### config.mk
export PLATFORM = sky130hd
export DESIGN_NAME = stream_find_replace_flat
export DESIGN_NICKNAME = d
export VERILOG_FILES = /design/src/design/sfr_pkg.sv /design/src/design/sfr_stream_if.sv /design/src/design/sfr_win_cell.sv /design/src/design/sfr_burst_cell.sv /design/src/design/stream_find_replace.sv /design/src/flat_wrapper.sv
export SDC_FILE = /design/constraint.sdc
export NUM_CORES = 1
export LEC_CHECK = 0
export BUFFER_PORTS_ARGS = -buffer_cell sky130_fd_sc_hd__buf_2
export CAP_MARGIN = 0
export CORE_ASPECT_RATIO = 0.5
export CORE_MARGIN = 3
export CORE_UTILIZATION = 57
export DETAILED_ROUTE_END_ITERATION = 16
export GPL_ROUTABILITY_DRIVEN = 0
export PLACE_DENSITY = 0.77
export SETUP_SLACK_MARGIN = 0.3
export SYNTH_ARGS = -nofsm -noshare
export SYNTH_HDL_FRONTEND = slang
export SYNTH_HIERARCHICAL = 1
export SYNTH_SLANG_ARGS = --single-unit
### constraint.sdc
create_clock -name clk -period 4.8 [get_ports clk]
set_clock_uncertainty 0.2 [all_clocks]
set_input_delay 0.24 -clock clk [delete_from_list [all_inputs] [get_ports clk]]
set_output_delay 0.24 -clock clk [all_outputs]
set_load 0.1 [all_outputs]
### src/design/sfr_pkg.sv
// ----------------------------------------------------------------------------
// Stream find and replace package
// Widths, register indexes, word types and byte selection shared by the block.
// ----------------------------------------------------------------------------
package sfr_pkg;

  localparam int REG_BYTES       = 16;
  localparam int MAX_PATTERN_DEF = 16;
  localparam int BYTE_W          = 8;
  localparam int REG_W           = 64;
  localparam int LEN_W           = 5;
  localparam int CFG_IDX_W       = 3;
  localparam int BURST_CNT_W     = $clog2(REG_BYTES + 1);

  localparam logic [CFG_IDX_W-1:0] CFG_MATCH_LO = 3'd0;
  localparam logic [CFG_IDX_W-1:0] CFG_MATCH_HI = 3'd1;
  localparam logic [CFG_IDX_W-1:0] CFG_MATCH_LEN = 3'd2;
  localparam logic [CFG_IDX_W-1:0] CFG_REPL_LO = 3'd3;
  localparam logic [CFG_IDX_W-1:0] CFG_REPL_HI = 3'd4;
  localparam logic [CFG_IDX_W-1:0] CFG_REPL_LEN = 3'd5;

  typedef struct packed {
    logic [BYTE_W-1:0] data_byte;
    logic              final_byte;
  } in_word_t;

  typedef struct packed {
    logic [BYTE_W-1:0] out_byte;
    logic              byte_valid;
    logic              end_of_stream;
  } out_word_t;

  typedef struct packed {
    logic load;
    logic shift;
  } win_ctrl_t;

  typedef struct packed {
    logic load;
    logic advance;
  } burst_ctrl_t;

  // Byte k of a 16-byte value split over two 64-bit registers.
  function automatic logic [BYTE_W-1:0] pick_byte(input logic [REG_W-1:0] lo,
                                                  input logic [REG_W-1:0] hi,
                                                  input logic [3:0] k);
    logic [REG_W-1:0] src;
    src = k[3] ? hi : lo;
    return src[{k[2:0], 3'b000} +: BYTE_W];
  endfunction

endpackage

### src/design/sfr_stream_if.sv
// ----------------------------------------------------------------------------
// Stream channel
// Valid/ready channel carrying one word of type T per handshake.
// ----------------------------------------------------------------------------
interface sfr_stream_if #(
  parameter type T = logic
);
  logic valid;
  logic ready;
  T     data;

  modport source (output valid, output data, input ready);
  modport sink (input valid, input data, output ready);
endinterface

### src/design/sfr_win_cell.sv
// ----------------------------------------------------------------------------
// Window cell
// Holds one byte of the match window and compares it with its pattern byte.
// ----------------------------------------------------------------------------
module sfr_win_cell (
  input  logic                      clk,
  input  sfr_pkg::win_ctrl_t        ctrl,
  input  logic                      sel,
  input  logic [sfr_pkg::BYTE_W-1:0] in_byte,
  input  logic [sfr_pkg::BYTE_W-1:0] pattern,
  input  logic [sfr_pkg::BYTE_W-1:0] right_byte,
  output logic [sfr_pkg::BYTE_W-1:0] merged,
  output logic                      eq
);

  logic [sfr_pkg::BYTE_W-1:0] held;

  // The arriving byte lands in the cell at the current fill position.
  assign merged = sel ? in_byte : held;
  assign eq     = (merged == pattern);

  always_ff @(posedge clk) begin
    if (ctrl.load) begin
      held <= ctrl.shift ? right_byte : merged;
    end
  end

endmodule

### src/design/sfr_burst_cell.sv
// ----------------------------------------------------------------------------
// Burst cell
// One slot of the result burst line, shifting toward the output register.
// ----------------------------------------------------------------------------
module sfr_burst_cell (
  input  logic                clk,
  input  sfr_pkg::burst_ctrl_t ctrl,
  input  sfr_pkg::out_word_t  fresh,
  input  sfr_pkg::out_word_t  right,
  output sfr_pkg::out_word_t  held
);

  always_ff @(posedge clk) begin
    if (ctrl.load) begin
      held <= fresh;
    end else if (ctrl.advance) begin
      held <= right;
    end
  end

endmodule

### src/design/stream_find_replace.sv
// ----------------------------------------------------------------------------
// Stream find and replace
// Greedy, non-overlapping, left-to-right replacement of a byte pattern.
// ----------------------------------------------------------------------------
// The block takes one text byte per cycle, unless the output stalls, as long
// as each byte yields at most one result word. A byte whose results form a
// burst of n words (a replacement, or the flush at the end of a stream) holds
// the text input until its last word enters the output register, as the burst
// line drains one word per cycle into it unless the output stalls. The match
// window is a row of cells, one per pattern byte, that compare in parallel;
// MAX_PATTERN caps the window depth at up to 16 bytes. Configuration is for
// the user to write only while the block is idle; the block does not enforce
// it. A write to the match length empties the window.
module stream_find_replace #(
  parameter int MAX_PATTERN = sfr_pkg::MAX_PATTERN_DEF
) (
  input  logic                          clk,
  input  logic                          rst,
  input  logic                          cfg_write,
  input  logic [sfr_pkg::CFG_IDX_W-1:0] cfg_index,
  input  logic [sfr_pkg::REG_W-1:0]     cfg_data,
  sfr_stream_if.sink                    text,
  sfr_stream_if.source                  edited
);

  localparam int WIN_DEPTH = (MAX_PATTERN < sfr_pkg::REG_BYTES) ? MAX_PATTERN
                                                                : sfr_pkg::REG_BYTES;
  localparam int CNT_W = $clog2(WIN_DEPTH + 1);
  localparam int NB    = sfr_pkg::REG_BYTES;
  localparam int BW    = sfr_pkg::BYTE_W;
  localparam int LW    = sfr_pkg::LEN_W;
  localparam int BCW   = sfr_pkg::BURST_CNT_W;

  logic [sfr_pkg::REG_W-1:0] match_lo;
  logic [sfr_pkg::REG_W-1:0] match_hi;
  logic [LW-1:0]             match_len;
  logic [sfr_pkg::REG_W-1:0] repl_lo;
  logic [sfr_pkg::REG_W-1:0] repl_hi;
  logic [LW-1:0]             repl_len;

  logic [CNT_W-1:0]          count;
  logic [BCW-1:0]            bcnt;
  logic                      out_valid;
  sfr_pkg::out_word_t        out_word;

  logic [LW-1:0]             eff_len;
  logic [LW-1:0]             repl_n;
  logic                      pass;
  logic                      full;
  logic                      hit;
  logic                      fin;
  logic [BW-1:0]             in_byte;
  logic                      accept;
  logic                      advance;
  logic                      marker;
  logic [BCW-1:0]            burst_n;

  logic [BW-1:0]             merged [WIN_DEPTH];
  logic [WIN_DEPTH-1:0]      eq;
  logic [WIN_DEPTH-1:0]      ok;
  sfr_pkg::out_word_t        slot [NB];
  sfr_pkg::out_word_t        fresh [NB];

  sfr_pkg::win_ctrl_t        win_ctrl;
  sfr_pkg::burst_ctrl_t      burst_ctrl;

  assign in_byte = text.data.data_byte;
  assign fin     = text.data.final_byte;

  // Effective lengths, saturated to the window depth and the burst depth.
  assign eff_len = (match_len > LW'(WIN_DEPTH)) ? LW'(WIN_DEPTH) : match_len;
  assign repl_n  = (repl_len > LW'(NB)) ? LW'(NB) : repl_len;
  assign pass    = (eff_len == '0);
  assign full    = ((6'(count) + 6'd1) == 6'(eff_len));
  assign hit     = &ok;

  assign advance     = (bcnt != '0) && (!out_valid || edited.ready);
  assign text.ready  = (bcnt == '0) || ((bcnt == BCW'(1)) && advance);
  assign accept      = text.valid && text.ready;

  assign win_ctrl.load      = accept && !pass;
  assign win_ctrl.shift     = full && !hit;
  assign burst_ctrl.load    = accept;
  assign burst_ctrl.advance = advance;

  assign edited.valid = out_valid;
  assign edited.data  = out_word;

  // Match window cells.
  for (genvar j = 0; j < WIN_DEPTH; j++) begin : g_win
    logic [BW-1:0] right_byte;
    if (j == WIN_DEPTH - 1) begin : g_last
      assign right_byte = in_byte;
    end else begin : g_mid
      assign right_byte = merged[j+1];
    end

    sfr_win_cell u_cell (
      .clk        (clk),
      .ctrl       (win_ctrl),
      .sel        (6'(count) == 6'(j)),
      .in_byte    (in_byte),
      .pattern    (sfr_pkg::pick_byte(match_lo, match_hi, 4'(j))),
      .right_byte (right_byte),
      .merged     (merged[j]),
      .eq         (eq[j])
    );

    // Cells past the pattern length do not take part in the compare.
    assign ok[j] = eq[j] || (6'(j) >= 6'(eff_len));
  end

  // Number of result words this byte produces.
  always_comb begin
    burst_n = '0;
    if (pass) begin
      burst_n = BCW'(1);
    end else if (full && hit) begin
      burst_n = BCW'(repl_n);
    end else if (full) begin
      burst_n = fin ? BCW'(eff_len) : BCW'(1);
    end else begin
      burst_n = fin ? BCW'(6'(count) + 6'd1) : '0;
    end
    marker = fin && (burst_n == '0);
    if (marker) begin
      burst_n = BCW'(1);
    end
  end

  // Burst line: slot 0 feeds the output register.
  for (genvar j = 0; j < NB; j++) begin : g_burst
    sfr_pkg::out_word_t right;
    logic [BW-1:0]      src_byte;

    if (j == NB - 1) begin : g_last
      assign right = '0;
    end else begin : g_mid
      assign right = slot[j+1];
    end

    if (j < WIN_DEPTH) begin : g_win_src
      assign src_byte = pass ? in_byte
                      : ((full && hit) ? sfr_pkg::pick_byte(repl_lo, repl_hi, 4'(j))
                                       : merged[j]);
    end else begin : g_repl_src
      assign src_byte = sfr_pkg::pick_byte(repl_lo, repl_hi, 4'(j));
    end

    assign fresh[j].out_byte      = marker ? '0 : src_byte;
    assign fresh[j].byte_valid    = !marker;
    assign fresh[j].end_of_stream = fin && (6'(j) + 6'd1 == 6'(burst_n));

    sfr_burst_cell u_cell (
      .clk   (clk),
      .ctrl  (burst_ctrl),
      .fresh (fresh[j]),
      .right (right),
      .held  (slot[j])
    );
  end

  always_ff @(posedge clk) begin
    if (rst) begin
      match_lo  <= '0;
      match_hi  <= '0;
      match_len <= '0;
      repl_lo   <= '0;
      repl_hi   <= '0;
      repl_len  <= '0;
    end else if (cfg_write) begin
      case (cfg_index)
        sfr_pkg::CFG_MATCH_LO:  match_lo  <= cfg_data;
        sfr_pkg::CFG_MATCH_HI:  match_hi  <= cfg_data;
        sfr_pkg::CFG_MATCH_LEN: match_len <= cfg_data[LW-1:0];
        sfr_pkg::CFG_REPL_LO:   repl_lo   <= cfg_data;
        sfr_pkg::CFG_REPL_HI:   repl_hi   <= cfg_data;
        sfr_pkg::CFG_REPL_LEN:  repl_len  <= cfg_data[LW-1:0];
        default: ;
      endcase
    end
  end

  always_ff @(posedge clk) begin
    if (rst) begin
      count <= '0;
    end else if (cfg_write && (cfg_index == sfr_pkg::CFG_MATCH_LEN)) begin
      count <= '0;
    end else if (accept) begin
      if (pass || fin || (full && hit)) begin
        count <= '0;
      end else if (full) begin
        // A miss drops the oldest byte and keeps the rest.
        count <= CNT_W'(eff_len - LW'(1));
      end else begin
        count <= count + CNT_W'(1);
      end
    end
  end

  always_ff @(posedge clk) begin
    if (rst) begin
      bcnt <= '0;
    end else if (accept) begin
      bcnt <= burst_n;
    end else if (advance) begin
      bcnt <= bcnt - BCW'(1);
    end
  end

  always_ff @(posedge clk) begin
    if (rst) begin
      out_valid <= 1'b0;
    end else if (advance) begin
      out_valid <= 1'b1;
    end else if (edited.ready) begin
      out_valid <= 1'b0;
    end
  end

  always_ff @(posedge clk) begin
    if (advance) begin
      out_word <= slot[0];
    end
  end

endmodule

### src/flat_wrapper.sv
// flat-port wrapper written by rule: the top's interface ports become plain ports
module stream_find_replace_flat 
#(
  parameter int MAX_PATTERN = sfr_pkg::MAX_PATTERN_DEF
)
  (clk, rst, cfg_write, cfg_index, cfg_data, text_valid, text_data, text_ready, edited_valid, edited_data, edited_ready);
  sfr_stream_if #(.T(sfr_pkg::in_word_t)) text_i ();
  sfr_stream_if #(.T(sfr_pkg::out_word_t)) edited_i ();
  input  logic clk;
  input  logic rst;
  input  logic cfg_write;
  input  logic [sfr_pkg::CFG_IDX_W-1:0] cfg_index;
  input  logic [sfr_pkg::REG_W-1:0] cfg_data;
  input wire logic [$bits(text_i.valid)-1:0] text_valid;
  input wire logic [$bits(text_i.data)-1:0] text_data;
  output wire logic [$bits(text_i.ready)-1:0] text_ready;
  output wire logic [$bits(edited_i.valid)-1:0] edited_valid;
  output wire logic [$bits(edited_i.data)-1:0] edited_data;
  input wire logic [$bits(edited_i.ready)-1:0] edited_ready;
  assign text_i.valid = text_valid;
  assign text_i.data = text_data;
  assign text_ready = text_i.ready;
  assign edited_valid = edited_i.valid;
  assign edited_data = edited_i.data;
  assign edited_i.ready = edited_ready;
  stream_find_replace #(.MAX_PATTERN(MAX_PATTERN)) u_core (.clk(clk), .rst(rst), .cfg_write(cfg_write), .cfg_index(cfg_index), .cfg_data(cfg_data), .text(text_i), .edited(edited_i));
endmodule
# --- Word-level counts from Yosys, hierarchy flattened ---
# Cells that the tools add are included.
word_totals:
  regBits: 575
  in_bits: 81
  output_inout_bits: 12
  word_cells: 342
op_classes:
  add_sub_neg: 4
  n_lt_le_gt_ge: 18
  n_eq_ne: 54
  muxes: 126
  reduce_logical: 64
op_table:
  columns: ["op", "count"]
  rows:
  - ["two-way mux 8 bit", 80]
  - ["two-way mux 10 bit", 32]
  - ["equality test 8 bit", 16]
  - ["two-way mux 5 bit", 12]
  - ["equality test 4 x 5 -> 1 bit (first input constant)", 8]
  - ["equality test 5 x 4 -> 1 bit (second input constant)", 8]
  - ["greater-or-equal comparator 4 x 5 -> 1 bit (first input constant)", 8]
  - ["logical AND 1 bit", 24]
  - ["equality test 3 x 5 -> 1 bit (first input constant)", 4]
  - ["equality test 5 x 3 -> 1 bit (second input constant)", 4]
  - ["greater-or-equal comparator 3 x 5 -> 1 bit (first input constant)", 4]
  - ["logical NOT 5 bit", 4]
  - ["logical OR 1 bit", 20]
  - ["AND reduction 16 bit", 1]
  - ["AND reduction 2 bit", 6]
  - ["equality test 2 x 5 -> 1 bit (first input constant)", 2]
  - ["equality test 5 x 1 -> 1 bit (second input constant)", 2]
  - ["equality test 5 x 2 -> 1 bit (second input constant)", 2]
  - ["greater-or-equal comparator 1 x 5 -> 1 bit (first input constant)", 2]
  - ["greater-or-equal comparator 2 x 5 -> 1 bit (first input constant)", 2]
  - ["> comparator 5 bit (second input constant)", 2]
  - ["subtractor 5 x 1 -> 5 bit (second input constant)", 2]
  - ["adder 5 x 1 -> 6 bit (second input constant)", 1]
  - ["equality test 3 x 2 -> 1 bit (second input constant)", 2]
  - ["other kinds (12)", 18]

# --- Longest topological paths before layout ---
# Gate-level depths: netlist (run 1).
depth:
  word_depth: 14
  ltp_mapped: 20
  mapped_depth_nobuf: 16

# --- By module ---
# The synthesis (run 1) kept the hierarchy.
by_module_without_submodules:
  columns: ["module", "instances", "cells_per_inst", "area_per_inst_um2", "seq_area_each_um2"]
  rows:
  - ["stream_find_replace", 1, 1879, 13807.0, 5845.6]
  - ["sfr_win_cell", 16, 37, 559.3, 240.2]
  - ["sfr_burst_cell", 16, 22, 464.2, 300.3]

# --- Least setup slack after synthesis (run 1) ---
# No wires, ideal clock.
synth_timing:
  path_type: "register to register"
  from: "reg u_core.out_valid, in the netlist u_core/edited.valid"
  to: "reg u_core/g_win[0].u_cell/held[0] in the netlist's numbering (enable)"
  t_arrival_ns: 6.362
  slack_ns: -2.243
  stages_incl_launch_ff: 8
  period_less_slack_ns: 7.043
  path_cell_list: "dfxtp_1 -> nand2b_1 -> a21oi_1 -> nor2b_1 -> nand2_1 -> clkinv_1 -> nand2_1 -> inv_1"
synth_rtl:
  columns: ["element", "line", "source"]
  rows:
  - ["start: declaration", "stream_find_replace.sv:43", "logic out_valid;"]
  - ["start signal: assignment", "stream_find_replace.sv:213", "out_valid <= 1'b0;"]
  - ["start signal: assignment", "stream_find_replace.sv:215", "out_valid <= 1'b1;"]
  - ["start signal: assignment", "stream_find_replace.sv:217", "out_valid <= 1'b0;"]
  - ["end signal: assignment", "sfr_win_cell.sv:24", "held <= ctrl.shift ? right_byte : merged;"]
  - ["end: declaration", "sfr_win_cell.sv:16", "logic [sfr_pkg::BYTE_W-1:0] held;"]

==> results_dict.tcl, run 1 <==
set metrics [dict create \
    peakVddDrop_mv 0.560 \
    fin_nets 3084 \
    overflow 0 \
    design_area_um2 35400 \
    wl_per_cell_um 27.6 \
    syn_to_final_growth_pct 17.3 \
    crit_type "reg -> reg" \
    p_leak_uw 0.0126 \
    maxSlewHeadroom_pct 13.6 \
    yosysSeqAreaShare_pct 48.0 \
    cts_sinks 575 \
    avgViaCountPerCell 6.57 \
    yosys_warnings 6 \
    post-route-util_pct 69.1 \
    endpoint_kind "flop" \
    finalCritPeriodShare_pct 99.3 \
    cts_buffers 52 \
    ys_ff_latch 575 \
    cts_tree "yes" \
    num_io_pins 93 \
    fmax_mhz 210 \
    grt_pass1_wl_um 147000 \
    grt_pass1_vias 22943 \
    min_path_cells 4 \
    hp-start "cfg_index[2]" \
    path_clk_slew_ns 0.07 \
    place_hpwl_um 64800 \
    rows 58 \
    portBuffers 92 \
    slowest_stage "dfxtp_4" \
    cp.arrival_ns 4.91 \
    path_cells "inv_2 > ha_4 > and3_4 > buf_12 > mux2_4 > xnor2_1 > nand4_1 > nor2_1 > buf_4 > and4_1 > a21oi_1 > o21ai_2 > nand4_1 > buf_6 > nor3_4 > a211o_1 > and2_4 > buf_12 > buf_16 > a311oi_1 > mux2_4" \
    power_uw 15900 \
    start_util_pct 58.9 \
    cts_buffer_depth 3 \
    routed_wl_um 103000 \
    synth-async-reset-ratio_pct 0 \
    critPathLaunchType "flop" \
    yosysUniqueCellTypes 69 \
    clk_latency_ns 0.63 \
    avgSynthCellArea_um2 10.7 \
    tightest_slew_ns 1.29 \
    drc_errors 0 \
    synth_ff_type "edfxtp_1" \
    ff2ff_path_depth 21 \
    hold_viol 0 \
    die-area_um2 55900 \
    final_max_slew_viol_count 0 \
    required_ns 4.94 \
    drtPass1Iterations 9 \
    fillers 3518 \
    status "completed" \
    grt_max_degree 148 \
    drt_iter0_drc 4150 \
    holdCritPathClass "in -> reg" \
    rsz0062_at_grt "yes" \
    netlist_area_um2 30200 \
    dp.cells 3530 \
    fp.dieW_um 331 \
    core_um2 51200 \
    ant_nets 0 \
    cp.depth 21 \
    critPathMaxFanout 8 \
    r2r-start "u_core/count[0]" \
    cts_htree_levels 2 \
    cap_viol_max_count 0 \
    startpoint "u_core/count[0]" \
    fin_crit_ns 4.76 \
    crit_buf_inv 6 \
    setup_viol 0 \
    fp.dieH_um 169 \
    synth_edf_count 298 \
    cp_top_family "simple AND/OR/NAND/NOR gates" \
    place_area_um2 31800 \
    instances_no_fill 3727 \
    grt_use_total_pct 34.7 \
    syn_inst 2823 \
    clockRootBuffer "clkbuf_16" \
    num_vias 24477 \
    power_density_nw_per_um2 450 \
    critPathMaxStageDelay_ns 0.38 \
    antenna_found_initial 6 \
    drive_above_1_share_pct 30.3 \
]
## what timing repair did
item,CTS,global route
resized for setup,70,98
endpoints found under the setup margin,291,160
gates cloned,2,13
pin swaps,14,71
buffers inserted,7,9
hold endpoints to repair,272,0
hold buffers,67,0
## synthesized netlist by cell type (all sizes together), types with 13 or more instances
library cell	instances	area, um^2
a21oi	275	1380
a311oi	129	1330
and3	15	93.8
buf	64	578
clkbuf	148	556
dfxtp	277	5550
edfxtp	298	8950
inv	13	48.8
mux2	418	5730
nand2	794	2980
nand4	40	250
nor2	50	188
nor3	22	126
o21ai	15	75.1
or2	17	106
xnor2	132	1300
## worst paths after layout
check                                          end  slack (ns)
setup / recovery  u_core/g_burst[8].u_cell/held[6]        0.04
hold / removal                  u_core/repl_len[3]        0.04
setup reg to reg  u_core/g_burst[8].u_cell/held[6]        0.04
hold reg to reg              u_core/edited.data[6]        0.22
## report_power, final
part / switching (uW) / internal [uW]
clock: 1920 / 2290
combinational: 2650 / 1920
sequential: 521 / 6630
total: 5100 / 10800
## cell usage in the layout, fill, tap and decap left out, types with 13 or more instances in the layout
cell / instances
a311oi_2: 53
buf_12: 22
dlygate4sd3_1: 67
buf_6: 15
dfxtp_1: 271
a311oi_1: 74
buf_2: 91
xnor2_2: 34
xnor2_1: 97
edfxtp_1: 298
clkbuf_16: 67
nor2_1: 32
nand2_1: 791
clkbuf_1: 22
nand4_1: 40
mux2_2: 133
nor2_2: 15
mux2_4: 285
or2_1: 16
a21oi_1: 273
buf_4: 102
nor3_1: 13
## logic make-up after synthesis
family | after synthesis | share of synthesized area, %
xor+xnor | 137 | 4.48
buf+inv | 226 | 3.93
compound gates | 451 | 10.1
mux | 429 | 19.3
other cells | 1 | 0.0124
fa+ha+maj | 11 | 0.456
flops | 575 | 48.0
simple gates | 993 | 13.7
## per-stage QoR
step	hold slack, ns	setup TNS [ns]	worst slack [ns]
floorplan	0.176	0	0.329
global placement	0.204	-6.79	-0.176
global route	0.0750	-0.0373	-0.0145
detailed placement	0.207	-18.08	-0.230
finish	0.0350	0	0.0351
CTS	0.0234	0	0.277
## worst register-to-register path: stages, from the launching register on
cell	delay [ns]
dfxtp_4	0.38
inv_2	0.10
ha_4	0.16
and3_4	0.19
buf_12	0.14
mux2_4	0.35
xnor2_1	0.19
nand4_1	0.18
nor2_1	0.17
buf_4	0.15
and4_1	0.24
a21oi_1	0.10
o21ai_2	0.24
nand4_1	0.14
buf_6	0.17
nor3_4	0.19
a211o_1	0.19
and2_4	0.26
buf_12	0.21
buf_16	0.15
a311oi_1	0.05
mux2_4	0.38
## layout make-up
class                   instances  area, um^2  share of cell area [%]
inverters                      14        73.8                   0.209
repair buffers                318        3000                    8.48
well taps                     690         863                    2.44
clock inverters                10        67.6                   0.191
multi-input cells            2031       15300                    43.1
diodes                          1        2.50                 0.00707
flip-flops and latches        575       14500                    41.0
clock buffers                  88        1620                    4.56
## flip-flops by register name, indices dropped and copies added (netlist names)
| signal | cells |
|---|---|
| u_core/edited.data | 10 |
| u_core/g_win.u_cell/held | 128 |
| u_core/repl_len | 5 |
| u_core/match_len | 5 |
| u_core/repl_lo | 64 |
| u_core/match_hi | 64 |
| u_core/repl_hi | 64 |
| u_core/match_lo | 64 |
| u_core/edited.valid | 1 |
| u_core/g_burst.u_cell/held | 160 |
| u_core/bcnt | 5 |
| u_core/count | 5 |
## metal layers
layer  GRT usage, %  routed length [um]
met1           47.3               38900
met2           51.8               43800
met3           10.3               14900
met4           14.7                5160
met5              0                  86
Note: power is estimated with default switching activity, not from simulation.
==> run 2: changes to the inputs <==
--- a/config.mk
+++ b/config.mk
@@ -5,10 +5,9 @@
 export SDC_FILE = /design/constraint.sdc
 export NUM_CORES = 1
 export LEC_CHECK = 0
-export BUFFER_PORTS_ARGS = -buffer_cell sky130_fd_sc_hd__buf_2
+export BUFFER_PORTS_ARGS = -buffer_cell sky130_fd_sc_hd__clkbuf_2
 export CAP_MARGIN = 0
 export CORE_ASPECT_RATIO = 0.5
-export CORE_MARGIN = 3
 export CORE_UTILIZATION = 57
 export DETAILED_ROUTE_END_ITERATION = 16
 export GPL_ROUTABILITY_DRIVEN = 0
==> run 2 against run 1 <==
  * The run now ends with setup timing left
  * First-iteration DRC count fell by 0.55%
  * Utilization fell by 1.5 points
  * Clock power fell by 0.9%
  * Hold slack improved by 0.022 ns
  * Critical path depth fell by 2
  * Clock-buffer cell count fell by 10
  * Register-to-register slack got worse by 0.08 ns
  * Combinational power fell by 3%
  * Critical endpoint is now u_core/g_burst[12].u_cell/held[3]
  * Final cell count fell by 0.19%
==> results_dict.tcl, run 2 (same netlist as run 1, synthesis figures left out) <==
set metrics [dict create \
    cap_viol_max_count 0 \
    violations "setup timing" \
    p_leak_uw 0.0125 \
    critPathMaxFanout 24 \
    critPathLaunchType "flop" \
    hold_slack_ns 0.0568 \
    power_uw 15800 \
    grt_use_total_pct 35.6 \
    fp.dieW_um 327 \
    finalCritPeriodShare_pct 101 \
    rsz0062_at_grt "yes" \
    routed-wl-met2_um 44200 \
    layout_common_cells "790 x nand2_1, 298 x edfxtp_1, 276 x mux2_4, 272 x a21oi_1, 272 x dfxtp_1" \
    clk_latency_ns 0.60 \
    fmax_mhz 206 \
    path_cells "inv_2 > buf_4 > ha_1 > buf_4 > and3_2 > mux2_4 > xnor2_1 > nand4_1 > nor2_4 > nor3b_1 > a2bb2oi_1 > o21ai_1 > a211oi_2 > a211o_1 > and2_4 > buf_12 > buf_16 > a311oi_1 > mux2_4" \
    top_register "u_core/g_burst.u_cell/held" \
    design_area_um2 35200 \
    drive_above_1_share_pct 30.3 \
    top_layer "met4" \
    path_clk_slew_ns 0.07 \
    portBuffers 92 \
    num_io_pins 93 \
    place_hpwl_um 62800 \
    clockRootBuffer "clkbuf_16" \
    tightest_slew_ns 1.13 \
    cts_tree "yes" \
    die-area_um2 53900 \
    crit_type "reg -> reg" \
    antenna_found_initial 2 \
    num_vias 24352 \
    slowest_stage "a211oi_2" \
    syn_to_final_growth_pct 16.8 \
    overflow 0 \
    post-route-util_pct 67.6 \
    wl_met1_um 37400 \
    final-seq-area_um2 14500 \
    core_um2 52100 \
    setup_viol 25 \
    fin_ws_ns -0.0448 \
    critPathMaxStageDelay_ns 0.42 \
    fin_nets 3068 \
    required_ns 4.95 \
    peakVddDrop_mv 0.469 \
    cts_buffer_depth 3 \
    fillers 3721 \
    rows 59 \
    holdCritPathClass "in -> reg" \
    grt_max_degree 141 \
    grt_pass1_wl_um 143000 \
    drt_iter0_drc 4127 \
    cts_htree_levels 2 \
    fp.dieH_um 165 \
    mostFrequentLayoutCell "nand2_1" \
    drc_errors 0 \
    cts_buffers 51 \
    endpoint_kind "flop" \
    met3_length_um 15200 \
    fin_crit_ns 4.84 \
    avgViaCountPerCell 6.55 \
    top_regs "u_core/g_burst.u_cell/held: 160 flops, u_core/g_win.u_cell/held: 128 flops" \
    wl_per_cell_um 27.2 \
    drtPass1Iterations 10 \
    largest_reg_flops 160 \
    start_util_pct 57.9 \
    place_area_um2 31600 \
    cp.arrival_ns 4.99 \
    status "complete, but fails checks" \
    grt_pass1_vias 22619 \
    final_max_slew_viol_count 0 \
    multiInputGateArea_um2 15200 \
    ant_nets 0 \
    hold_viol 0 \
    routed_wl_um 101000 \
    power_density_nw_per_um2 448 \
    dp_slack_ns -0.371 \
    cts_sinks 575 \
    maxSlewHeadroom_pct 24.3 \
]
run 2: changes by cell type in the layout (fill, tap and decap cells not counted), moves of 5 or more:
cell,change
clkbuf_2,+91
mux2_2,+9
a311oi_2,+20
clkbuf_1,-8
clkinv_1,+5
buf_6,-8
xnor2_2,-8
buf_2,-91
a311oi_1,-18
buf_4,-8
mux2_4,-9
xnor2_1,+7
run 2: routing by layer:
metal,GRT usage [%],vias up
li1,-,10313
met1,47.0,11751
met2,55.3,1922
met3,10.6,366
met4,13.5,0
met5,0,-
run 2: per-stage QoR:
step,instances,setup TNS [ns]
finish,3720,-0.339
global route,3719,-1.96
CTS,3699,0
detailed placement,3521,-39.38
global placement,3521,-25.78
floorplan,2832,0
run 2: critical path: cells and delay by family (launching register included):
kind / cells / cell delay, ns
AOI/OAI and AO/OA: 5 / 1.16
and+or+nand+nor: 5 / 1.00
buffers and inverters: 5 / 0.73
muxes: 2 / 0.72
DFF: 1 / 0.39
adders and majority gates: 1 / 0.19
xor gates and xnor gates: 1 / 0.16
run 2: report_power, final:
part / total, uW / internal (uW) / switching, uW
Clock: 4180 / 2270 / 1910
Sequential: 7190 / 6630 / 563
Combinational: 4430 / 1860 / 2580
run 2: area by class of cell:
type                            count  area share (%)
Antenna cell                        1         0.00710
Clock buffer                       78            4.47
Clock inverter                     17           0.248
Inverter                           14           0.224
Multi-Input combinational cell   2031            43.2
Sequential cell                   575            41.2
Tap cell                          701            2.49
Timing Repair Buffer              302            8.12
Timing Repair inverter              1          0.0319
run 2: worst paths after layout:
path / startpoint / end / slack [ns] / cells after the start
setup / recovery: u_core/count[1] / u_core/g_burst[12].u_cell/held[3] / -0.04 / 19
setup reg to reg: u_core/count[1] / u_core/g_burst[12].u_cell/held[3] / -0.04 / 19
hold / removal: cfg_index[1] / u_core/match_len[3] / 0.06 / 5
hold reg to reg: u_core/g_burst[0].u_cell/held[9] / u_core/edited.data[9] / 0.22 / 0
run 2: what timing repair did:
| item | CTS | global route |
|---|---|---|
| endpoints found under the hold margin | 267 | 0 |
| buffers inserted | 14 | 9 |
| endpoints found under the setup margin | 296 | 164 |
| resized for setup | 55 | 104 |
| pin swaps | 10 | 33 |
| hold buffers | 66 | 0 |
| gates cloned | 3 | 11 |
